### src/rtl/gsa_init.sv
module gsa_init #(
	parameter int SLOTS = 1024
) (
	input  logic                     clk,
	input  logic                     arst_n,
	output logic                     busy,
	output logic [$clog2(SLOTS)-1:0] addr
);

	localparam int AW = $clog2(SLOTS);

	logic          busy_q;
	logic [AW-1:0] addr_q;

	always_ff @(posedge clk or negedge arst_n) begin
		if (!arst_n) begin
			busy_q <= 1'b1;
			addr_q <= '0;
		end else if (busy_q) begin
			if (addr_q == AW'(SLOTS - 1)) begin
				busy_q <= 1'b0;
			end else begin
				addr_q <= addr_q + AW'(1);
			end
		end
	end

	assign busy = busy_q;
	assign addr = addr_q;

endmodule

### config.mk
export PLATFORM = sky130hd
export DESIGN_NAME = gsa_init
export DESIGN_NICKNAME = d
export VERILOG_FILES = /design/src/rtl/gsa_init.sv
export SDC_FILE = /design/constraint.sdc
export NUM_CORES = 1
export LEC_CHECK = 0
export BUFFER_PORTS_ARGS = -buffer_cell sky130_fd_sc_hd__buf_4
export CAP_MARGIN = 20
export CORE_AREA = 2 2 39 41
export CTS_CLUSTER_DIAMETER = 30
export DETAILED_ROUTE_END_ITERATION = 8
export DIE_AREA = 0 0 41 43
export PLACE_DENSITY_LB_ADDON = 0.3
export SLEW_MARGIN = 20
export SYNTH_ARGS = -nofsm -noshare
export SYNTH_HDL_FRONTEND = slang
export SYNTH_SLANG_ARGS = --single-unit
### constraint.sdc
create_clock -name clk -period 1.35 [get_ports clk]
set_input_delay 0.2025 -clock clk [delete_from_list [all_inputs] [get_ports clk]]
set_output_delay 0.2025 -clock clk [all_outputs]
set_load 0.01 [all_outputs]
== Word-level counts from Yosys, hierarchy flattened ==
Cells that the tools add are included.
Storage, ports and cells
  flip-flop bits (word level): 11
  output and inout port bits: 11
  logic and storage cells: 8
Operators by class
  add/sub/neg operators: 1
  equal/unequal tests: 1
  multiplexer cells: 2
  bitwise operators: 1
  reductions and logical operators: 1
Operators by type and width (number)
  $add 10x1->10 const B: 1
  $eq 10x10->1 const B: 1
  $mux 1: 2
  $reduce_and 2->1: 1
  $not 1->1: 1

== Logic depth before layout (Yosys ltp) ==
Gate-level depths: netlist (run 1).
  word-level depth: 3
  gate-level depth with buffers: 4

== Worst setup path before layout (run 1) ==
OpenSTA, ideal clock, no wires.
  path kind: register -> register
  from: reg addr_q[0] (netlist: addr[0])
  to: reg addr_q[1] (netlist: addr[1])
  setup time: 125 ps
  arrival time: 1411 ps
  slack: -186 ps
  cell stages (with the launch flop): 5
  path buffers: 0
  cells stage by stage: dfrtp_1 > ha_1 > nand2_1 > o31ai_4 > mux2_4
On the way
  word-level cells in the longest chain between the ends: 3
  elaborated cells between the ends (all ways): 4
  classes of those cells: add/sub: 1; eq/ne: 1; bitwise: 1; reduce/logical: 1
Ends and longest elaborated chain
  from (decl): line 13  | logic [AW-1:0] addr_q;
  from (signal assigned): line 23  | addr_q <= addr_q + AW'(1);
  parallel branches: the longest is 3 deep, another holds $add 10x1->10
Parallel ways; which one is timed is not known.
A chain may end at the register's enable or synchronous reset.

== Worst setup path after layout (run 1) ==
  from: reg busy_q (netlist: busy)
  to: reg addr_q[9] (netlist: addr[9])
On the way
  word-level cells in the longest chain between the ends: 1
Ends and longest elaborated chain
  from (decl): line 12  | logic busy_q;
  from (signal assigned): line 17  | busy_q <= 1'b1;
  from (signal assigned): line 21  | busy_q <= 1'b0;
  $reduce_and 2->1 (no line)
No other way between the ends.

==> impl_results.md, run 1 <==
- Synthesis-to-finish area growth: 51.56%
- Violations in the final reports: negative setup slack
- Hold/Removal Path Class: in2async
- Endpoint of the worst setup timing path: addr[9]$_DFFE_PN0P_
- Worst reg2reg startpoint: busy$_DFF_PN1_
- Most used standard cell by instance count after synthesis: sky130_fd_sc_hd__dfrtp_1
- Vias per Instance: 5.379
- Count of inserted antenna diode cells: 0
- Startpoint type of the worst setup path: flip-flop
- Total gr overflow: 0
- Critical path start-end classification: reg2reg
- Leakage power figure: about 0.40 nW
- H-Tree Depth: 1
- Post-route non-filler standard cell count: 95
- Post-synth ARST share: 100.0%
- Fraction of the cycle the final worst path needs: 100.6%
- Worst Path Max Fanout: 3
- Synth Net Count: 50
- Antenna violations before repair: 0
- Switching power: around 0.13 mW
- DIE WIDTH: 41 µm
- Remaining antenna violation count: 0
- Wire length after detailed routing: 1.298 mm
- Net Sw Frac: 22.16%
- Buffers from clock root to sink, at most: 2
- RR Endpoint: addr[9]$_DFFE_PN0P_
- Clock transition at path regs: 0.07 ns
- GRT Overall Usage: ~18%
- Fin nets: 83
- Average wire per standard cell: 13.66 µm
- # Post-CTS Setup Buffers: 0
- First element of the critical path: busy$_DFF_PN1_
- Post-route DRC: 0
- CTS tree: built
- Finish-stage setup viols: 1
- Area share of the largest cell type after synthesis: 44.44%
- Count of different cell masters after synthesis: 27
- Number of buffers inserted during clock tree synthesis: 3
- I/O pin total: 13
- Number of instances in the synthesized netlist: 47
- Clock Power Share: between 40 and 50%
- WP data required: 1.52 ns
- Post-synthesis instance area: 563.0 µm²
- Die Y: 43 µm
- Vias after detailed routing: 511
- Post-layout total power: 0.5755 mW
- Depth of the worst register-to-register path: 3
- Global-route wire length before repair: around 2.1 mm
- CP arrival: 1.53 ns
- Yosys warning count: 0
- RSZ-0062 raised after global routing: true
- Crit end category: flip-flop
- Slew Limit Fails: 0
- Inst Count DP: 90
- Clock Sink Count: 11
- Worst-case clock skew: 0.003617 ns
- Syn_area_per_cell: approximately 12 µm²
- Synth area leaders: sky130_fd_sc_hd__dfrtp_1 (44%), sky130_fd_sc_hd__mux2_2 (8.0%), sky130_fd_sc_hd__dfstp_2 (4.7%)
- First-pass DRT Iterations: 4
- Number of port buffers: 12
- GP Congestion: 0.7839
- Final Hold Viols: 0
- Comb power frac: approximately 1.8%
- Initial cell density of the core: 40.69%
- Proportion of synthesized chip area in sequential cells: about half
- Die Area: 1763 µm²
- Fraction of layout instances using a drive strength above 1: 60.76%
- Dominant cell type by area after synthesis: sky130_fd_sc_hd__dfrtp_1
- R2R Setup Slk: -0.009 ns
- Half-perimeter wire length after detailed placement: 942 µm
- Core Area: between 1000 and 1500 µm²
- Run status: complete, but fails checks
- Max Cap Violations: 0
- Areal power density over the cells: about 670 nW/µm²
- Number of cell rows: 14
- Proportion of power drawn by flip-flops and latches: 57.2%
- Final min period: about 1.4 ns
- Worst setup slack after layout: -0.008586 ns
- Clk_lat worst skew: approximately 0.28 ns
- Flop and latch count out of synthesis: 11
- Actual slew at the worst max-slew pin: around 0.29 ns
- List of most frequent post-synthesis cells: sky130_fd_sc_hd__dfrtp_1 (10), sky130_fd_sc_hd__nand2_1 (5), sky130_fd_sc_hd__mux2_2 (4)
- Max rail drop VDD: 455.0 µV
- Internal power: between 0.4 and 0.5 mW
- Maximum number of pins on one net before global-route repair: 12
- Main synth FF type: sky130_fd_sc_hd__dfrtp_1
- Relative max-transition margin: 80.19%
- Starting DRC count in detailed routing: 13
- Achievable clock frequency: around 740 MHz
- EDFF count, synth: 0
- Via count of the first global-routing pass: 498
- Library cell used as clock root buffer: sky130_fd_sc_hd__clkbuf_4
-- what timing repair did --
action                                  in CTS  in global routing
hold buffers                                 1                  0
pin swaps                                    0                  0
cloned                                       0                  0
hold endpoints to repair                    11                  0
endpoints found under the setup margin       1                  4
resized for setup                            0                  1
-- stage by stage --
step           setup TNS [ns]  cell area [µm²]  hold WS [ns]  setup slack [ns]  util [%]
2_1_floorplan         -0.1642            589.3      -0.09309          -0.09739         -
3_3_place_gp        -0.007774            812.0       0.04633         -0.007774     58.68
3_5_place_dp                0            812.0       0.04721          0.001869     58.68
4_1_cts             -0.005262            848.3        0.2941         -0.005262     61.30
5_1_grt               -0.1517            853.3        0.3167          -0.05217     61.66
6_report            -0.008586            853.3        0.2860         -0.008586     61.66
-- sequential cells by signal (all words and copies together) (netlist names) --
register  count
busy          1
addr         10
-- cell usage in the layout (no fill, tap or decap) --
cell	instances
sky130_fd_sc_hd__buf_4	27
sky130_fd_sc_hd__dfrtp_1	8
sky130_fd_sc_hd__nand2_1	4
sky130_fd_sc_hd__mux2_2	3
sky130_fd_sc_hd__clkbuf_4	3
sky130_fd_sc_hd__nand3_1	2
sky130_fd_sc_hd__nor2_1	2
sky130_fd_sc_hd__a21oi_1	2
sky130_fd_sc_hd__mux2_4	2
sky130_fd_sc_hd__xnor2_1	2
sky130_fd_sc_hd__dfrtp_2	2
sky130_fd_sc_hd__nand3_2	1
sky130_fd_sc_hd__nand2_2	1
sky130_fd_sc_hd__nand4_2	1
sky130_fd_sc_hd__o31ai_4	1
sky130_fd_sc_hd__inv_1	1
sky130_fd_sc_hd__and4_4	1
sky130_fd_sc_hd__o2111a_1	1
sky130_fd_sc_hd__a31oi_1	1
sky130_fd_sc_hd__o21ai_0	1
sky130_fd_sc_hd__nand4_1	1
sky130_fd_sc_hd__o311ai_0	1
sky130_fd_sc_hd__o21a_1	1
sky130_fd_sc_hd__o21ba_2	1
sky130_fd_sc_hd__nor3b_2	1
sky130_fd_sc_hd__nand2b_1	1
sky130_fd_sc_hd__nor3_2	1
sky130_fd_sc_hd__and4_2	1
sky130_fd_sc_hd__o211ai_1	1
sky130_fd_sc_hd__ha_4	1
sky130_fd_sc_hd__dfstp_2	1
sky130_fd_sc_hd__clkbuf_1	1
sky130_fd_sc_hd__dlygate4sd3_1	1
-- per-layer routing --
metal	vias to the layer above	part of all wire, %	GRT usage, %	wire length [µm]
met3	5	4.0	3.141	52
met4	0	3.1	12.00	40
met1	252	43	22.22	554
met5	-	0	0	0
li1	242	-	-	-
met2	12	50	27.81	651
-- logic make-up after synthesis --
group / after synthesis / synth area share (%)
compound gates: 10 / 15.56
xor+xnor: 2 / 3.112
fa+ha+maj: 1 / 2.222
buf+inv: 1 / 0.6660
flops: 11 / 49.11
mux: 5 / 10.67
simple gates: 17 / 18.67
-- power by group through the flow --
stage	Clock [mW]	Combinational [mW]	Sequential (mW)
6_report	0.236	0.0105	0.329
5_1_grt	0.250	0.0123	0.329
4_1_cts	0.236	0.0113	0.329
3_5_place_dp	0	0.00900	0.336
3_3_place_gp	0	0.00891	0.336
2_1_floorplan	0	0.0000000927	0.336
-- critical path, stage by stage, from the launching register on --
cell                      delay, ns
sky130_fd_sc_hd__dfstp_2       0.55
sky130_fd_sc_hd__and4_4        0.21
sky130_fd_sc_hd__nor3b_2       0.18
sky130_fd_sc_hd__mux2_4        0.32
-- worst min-delay path by stage --
stage / start / end / cells after the start
5_1_grt: arst_n / addr[5]$_DFFE_PN0P_ / 2
3_5_place_dp: arst_n / addr[3]$_DFFE_PN0P_ / 1
3_3_place_gp: arst_n / addr[3]$_DFFE_PN0P_ / 1
4_1_cts: arst_n / addr[5]$_DFFE_PN0P_ / 2
6_report: arst_n / addr[5]$_DFFE_PN0P_ / 2
2_1_floorplan: arst_n / addr[0]$_DFFE_PN0P_ / 0
-- final cells by class --
type	count	area [µm²]
Fill cell	105	530.5
Multi-Input combinational cell	35	311.5
Sequential cell	11	279.0
Timing Repair Buffer	28	212.7
Clock buffer	4	26.28
Tap cell	16	20.02
Inverter	1	3.754
(Power assumes the default switching activity.)
==> run 2, diff against run 1 <==
--- a/config.mk
+++ b/config.mk
@@ -16,3 +16,4 @@
 export SYNTH_ARGS = -nofsm -noshare
 export SYNTH_HDL_FRONTEND = slang
 export SYNTH_SLANG_ARGS = --single-unit
+export TNS_END_PERCENT = 10
==> run 2 against run 1 <==
The flow still finishes with violations (negative setup slack). Cell count is 3.2% higher. Register-to-register slack hardly changed. First-iteration DRC count is 38% lower. Wire length is 1.5% lower. Highest routed layer unchanged.
==> impl_results.md, run 2 (synthesized netlist as in run 1, its figures left out) <==
- Run status: complete, but fails checks
- Violations in the final reports: negative setup slack
- RR Endpoint: addr[9]$_DFFE_PN0P_
- Post-layout total power: 0.5753 mW
- WP data required: about 1.5 ns
- Wire length after detailed routing: 1.279 mm
- Half-perimeter wire length after detailed placement: 914.5 µm
- Remaining antenna violation count: 0
- Areal power density over the cells: 655.9 nW/µm²
- R2R Setup Slk: -0.01 ns
- Actual slew at the worst max-slew pin: 0.2953 ns
- Top library cells by usage in the layout, fill and taps aside: sky130_fd_sc_hd__buf_4 (30), sky130_fd_sc_hd__dfrtp_1 (10), sky130_fd_sc_hd__nand2_1 (4)
- Worst Path Max Fanout: 3
- Synthesis-to-finish area growth: 55.78%
- Post-route DRC: 0
- DIE WIDTH: between 40 and 50 µm
- Crit end category: flip-flop
- Core Area: between 1000 and 1500 µm²
- Number of buffers inserted during clock tree synthesis: 3
- Library cell used as clock root buffer: sky130_fd_sc_hd__clkbuf_4
- Leakage power figure: 0.4388 nW
- Most common library cell in the layout ignoring fill and taps: sky130_fd_sc_hd__buf_4
- First-pass DRT Iterations: 4
- H-Tree Depth: 1
- Fin nets: 86
- Die Y: around 43 µm
- Starting DRC count in detailed routing: 8
- Clk_lat worst skew: 0.28 ns
- Largest register FFs: 10
- Finish-stage setup viols: 1
- DP Worst Slack: -0.01377 ns
- Inst Count DP: approximately 90
- Depth of the worst register-to-register path: 3
- Area post-placement: 814.5 µm²
- CP arrival: 1.53 ns
- Vias per Instance: about 5.2
- Max rail drop VDD: 477.6 µV
- Worst-case clock skew: 0.003920 ns
- I/O pin total: 13
- Slew Limit Fails: 0
- Setup Total Neg Slack: -0.01384 ns
- Relative max-transition margin: 80.07%
- Average wire per standard cell: 13.05 µm
- Count of inserted antenna diode cells: 0
- Critical path start-end classification: reg2reg
- Total gr overflow: 0
- Number of cell rows: 14
- Clock Sink Count: 11
- Final min period: 1.364 ns
- Antenna violations before repair: 0
- RSZ-0062 raised after global routing: true
- Maximum number of pins on one net before global-route repair: 12
- Max Cap Violations: 0
- Worst setup slack after layout: -0.01384 ns
- GRT Overall Usage: 18.72%
- Achievable clock frequency: between 700 and 800 MHz
- CTS tree: built
- Hold/Removal Path Class: in2async
- Post-route non-filler standard cell count: 98
- Number of port buffers: 12
- Final Hold Viols: 0
- Startpoint type of the worst setup path: flip-flop
- Fraction of layout instances using a drive strength above 1: 59.76%
- Global-route wire length before repair: 2.194 mm
- Worst-case hold slack: 0.2892 ns
- Via count of the first global-routing pass: 499
- Clock transition at path regs: 0.07 ns
- Vias after detailed routing: 511
- Initial cell density of the core: 40.69%
- Worst reg2reg startpoint: busy$_DFF_PN1_
- Post-route cell area: 877.1 µm²
- Die Area: approximately 1800 µm²
- GP Congestion: 0.8197
- Buffers from clock root to sink, at most: 2
- Final core area utilization: between 60% and 70%
- Fraction of the cycle the final worst path needs: 101.0%
[run 2: cell count changes in the layout (fill, tap and decap cells not counted), sizes merged]
cell and change:
buf +3
[run 2: final cells by class]
class / instances / area [µm²]
clock buffers: 4 / 26.28
fillers: 113 / 506.7
inverters: 1 / 3.754
multi-input cells: 35 / 315.3
flip-flops and latches: 11 / 276.5
well taps: 16 / 20.02
repair buffers: 31 / 235.2
[run 2: worst max-delay path, cell delays in order, from the launching register on]
cell and delay [ns]:
sky130_fd_sc_hd__dfstp_2 0.54, sky130_fd_sc_hd__and4_4 0.21, sky130_fd_sc_hd__nor3b_4 0.19, sky130_fd_sc_hd__mux2_4 0.31
[run 2: how the worst max path moves through the flow]
stage / start / to / slack [ns] / depth (start not counted)
2_1_floorplan: busy$_DFF_PN1_ / addr[9]$_DFFE_PN0P_ / -0.1 / 3
4_1_cts: busy$_DFF_PN1_ / addr[9]$_DFFE_PN0P_ / -0.008 / 3
6_report: busy$_DFF_PN1_ / addr[9]$_DFFE_PN0P_ / -0.01 / 3
3_3_place_gp: addr[1]$_DFFE_PN0P_ / addr[8]$_DFFE_PN0P_ / 0.01 / 4
3_5_place_dp: busy$_DFF_PN1_ / addr[9]$_DFFE_PN0P_ / -0.01 / 3
5_1_grt: addr[1]$_DFFE_PN0P_ / addr[8]$_DFFE_PN0P_ / -0.07 / 4
[run 2: what timing repair did]
item	CTS	global route
setup endpoints to repair	1	5
resized for setup	2	1
hold buffers	1	0
gates cloned	0	0
hold endpoints to repair	11	0
setup buffers	1	0
[run 2: layer usage]
layer / GRT usage, % / vias up / share of wire, %
met5: 0 / - / 0
met4: 12.00 / 0 / 2.9
met3: 3.141 / 5 / 5.1
met2: 25.62 / 16 / 47
met1: 26.17 / 242 / 44
li1: - / 248 / -
[run 2: power by group]
| group | switching, mW | internal (mW) | leakage (nW) |
|---|---|---|---|
| Sequential | 0 | 0.329 | 0.150 |
| Clock | 0.121 | 0.115 | 0.0150 |
| Combinational | 0.00659 | 0.00387 | 0.274 |
==> run 3, diff against run 2 <==
--- a/config.mk
+++ b/config.mk
@@ -11,7 +11,7 @@
 export CTS_CLUSTER_DIAMETER = 30
 export DETAILED_ROUTE_END_ITERATION = 8
 export DIE_AREA = 0 0 41 43
-export PLACE_DENSITY_LB_ADDON = 0.3
+export PLACE_DENSITY = 0.78
 export SLEW_MARGIN = 20
 export SYNTH_ARGS = -nofsm -noshare
 export SYNTH_HDL_FRONTEND = slang
==> run 3 against run 2 <==
Via count up 0.39%. Global-route usage shrank 0.14 points. Wire length increased by 2.6%. Sequential power barely moved. The run still ends with negative setup slack left. Flip-flop and latch count stayed put. Highest routed layer unchanged. Worst setup slack gained 0.0015 ns. Largest cell class unchanged. Utilization is 0.45 points lower.
==> impl_results.md, run 3 (synthesized netlist as in run 1, its figures left out) <==
- Comb power frac: between 1.5 and 2%
- Average wire per standard cell: ~13 µm
- Max Cap Violations: 0
- Starting DRC count in detailed routing: 8
- CTS tree: built
- Max rail drop VDD: 319.5 µV
- Areal power density over the cells: 657.2 nW/µm²
- Maximum number of pins on one net before global-route repair: 12
- Vias after detailed routing: roughly 500
- Violations in the final reports: negative setup slack
- Antenna violations before repair: 0
- Startpoint type of the worst setup path: flip-flop
- Gate family responsible for the most delay along the worst path: flip-flops
- Final core area utilization: 62.93%
- I/O pin total: 13
- Fraction of layout instances using a drive strength above 1: 60.24%
- Worst Path Buf+Inv: 0
- Number of cell rows: 14
- Post-layout total power: 0.5723 mW
- Relative max-transition margin: 78.94%
- Cell breakdown of the critical path: and4_4 > nor3b_2 > mux2_4
- Clock Sink Count: 11
- Post-route DRC: 0
- Clock Power Share: 40.6%
- Worst Path Max Fanout: 3
- Area taken by flip-flops and latches: 276.5 µm²
- Via count of the first global-routing pass: 499
- Critical-path top delay cell: sky130_fd_sc_hd__dfstp_2
- Global-route wire length before repair: 2.159 mm
- CP arrival: approximately 1.5 ns
- Clk_lat worst skew: 0.27 ns
- First element of the critical path: busy$_DFF_PN1_
- Most common library cell in the layout ignoring fill and taps: sky130_fd_sc_hd__buf_4
- Fraction of the cycle the final worst path needs: 100.9%
- Final min period: approximately 1.4 ns
- Critical Path Max Stage Delay: 0.55 ns
- Number of fill cells: 117
- Total gr overflow: 0
- Library cell used as clock root buffer: sky130_fd_sc_hd__clkbuf_4
- Vias per Instance: a little over 5
- Top library cells by usage in the layout, fill and taps aside: sky130_fd_sc_hd__buf_4 (31), sky130_fd_sc_hd__dfrtp_1 (10), sky130_fd_sc_hd__nand2_1 (4)
- Fin nets: 87
- Buffers from clock root to sink, at most: 2
- Run status: complete, but fails checks
- Internal power: between 0.4 and 0.5 mW
- Half-perimeter wire length after detailed placement: 1.037 mm
- Core Area: 1384 µm²
- H-Tree Depth: 1
- Number of port buffers: 12
- Actual slew at the worst max-slew pin: ~0.31 ns
- Critical path start-end classification: reg2reg
- Wire length after detailed routing: 1.312 mm
- Switching power: 0.1245 mW
- Achievable clock frequency: 734.0 MHz
- Leakage power figure: 0.4253 nW
- Final Hold Viols: 0
- Hold/Removal Path Class: in2async
- WP data required: 1.51 ns
- Crit end category: flip-flop
- Worst setup slack after layout: -0.01231 ns
- Number of buffers inserted during clock tree synthesis: 3
- First-pass DRT Iterations: 4
- Proportion of power drawn by flip-flops and latches: between 50% and 60%
- Remaining antenna violation count: 0
- Count of inserted antenna diode cells: 0
- GRT Overall Usage: 18.58%
- DP Worst Slack: -0.007092 ns
- R2R Setup Slk: -0.01 ns
- Worst reg2reg startpoint: busy$_DFF_PN1_
- Initial cell density of the core: 40.69%
- Synthesis-to-finish area growth: 54.67%
- Die Y: around 43 µm
- Largest register FFs: 10
- GP Congestion: 0.7648
- Clock transition at path regs: around 0.070 ns
- Multi-input combinational cell area: roughly 300 µm²
- Worst-case clock skew: 0.005404 ns
- Slew Limit Fails: 0
- Net Sw Frac: 21.75%
- Die Area: 1763 µm²
- RSZ-0062 raised after global routing: true
- Finish-stage setup viols: 1
- DIE WIDTH: 41 µm
-- run 3: cell count changes in the layout (fill, tap and decap cells not counted), sizes merged --
| cell | previous run | this run |
|---|---|---|
| buf | 30 | 31 |
-- run 3: repair_timing --
action,4_1_cts,5_1_grt
hold buffers,1,0
endpoints found under the setup margin,1,4
buffers inserted,0,0
pin swaps,0,0
resized for setup,0,1
endpoints found under the hold margin,11,0
-- run 3: layer usage --
metal / up-vias / GRT usage, % / routed length, µm
met5: - / 0 / 0
met4: 0 / 10.00 / 26
met3: 4 / 3.141 / 38
met2: 9 / 32.50 / 730
met1: 250 / 19.33 / 516
li1: 250 / - / -
-- run 3: layout make-up --
class / count / share of cell area [%]
Clock buffer: 4 / 3.017
Timing Repair Buffer: 32 / 27.87
Inverter: 1 / 0.4310
Sequential cell: 11 / 31.75
Tap cell: 16 / 2.299
Multi-Input combinational cell: 35 / 34.63
-- run 3: power groups by stage --
stage,Sequential [mW],Combinational [mW],Clock [mW]
CTS,0.329,0.0112,0.239
global route,0.329,0.0124,0.257
detailed placement,0.336,0.00894,0
finish,0.329,0.0105,0.232
global placement,0.336,0.00867,0
floorplan,0.336,0.0000000926,0
-- run 3: through the flow --
step / hold slack [ns] / instance area [µm²] / cells / TNS, ns
floorplan: -0.09309 / 576.8 / 47 / -0.2340
global placement: 0.04413 / 829.5 / 94 / -0.003946
detailed placement: 0.04661 / 829.5 / 94 / -0.007092
CTS: 0.2942 / 865.8 / 99 / -0.01888
global route: 0.3139 / 870.8 / 99 / -0.1957
finish: 0.2884 / 870.8 / 99 / -0.01231
-- run 3: path summary, 6_finish.rpt --
check / end / depth (start not counted)
worst max register to register: addr[9]$_DFFE_PN0P_ / 3
worst min-delay path: addr[7]$_DFFE_PN0P_ / 2
worst max-delay path: addr[9]$_DFFE_PN0P_ / 3
max in group asynchronous: busy$_DFF_PN1_ / 2
min in group clk: addr[5]$_DFFE_PN0P_ / 2
worst min register to register: addr[5]$_DFFE_PN0P_ / 2
-- run 3: worst reg2reg max path, delay by kind of cell (launching register included) --
family / cells / cell delay (ns)
mux: 1 / 0.32
simple gates: 2 / 0.39
flops: 1 / 0.55
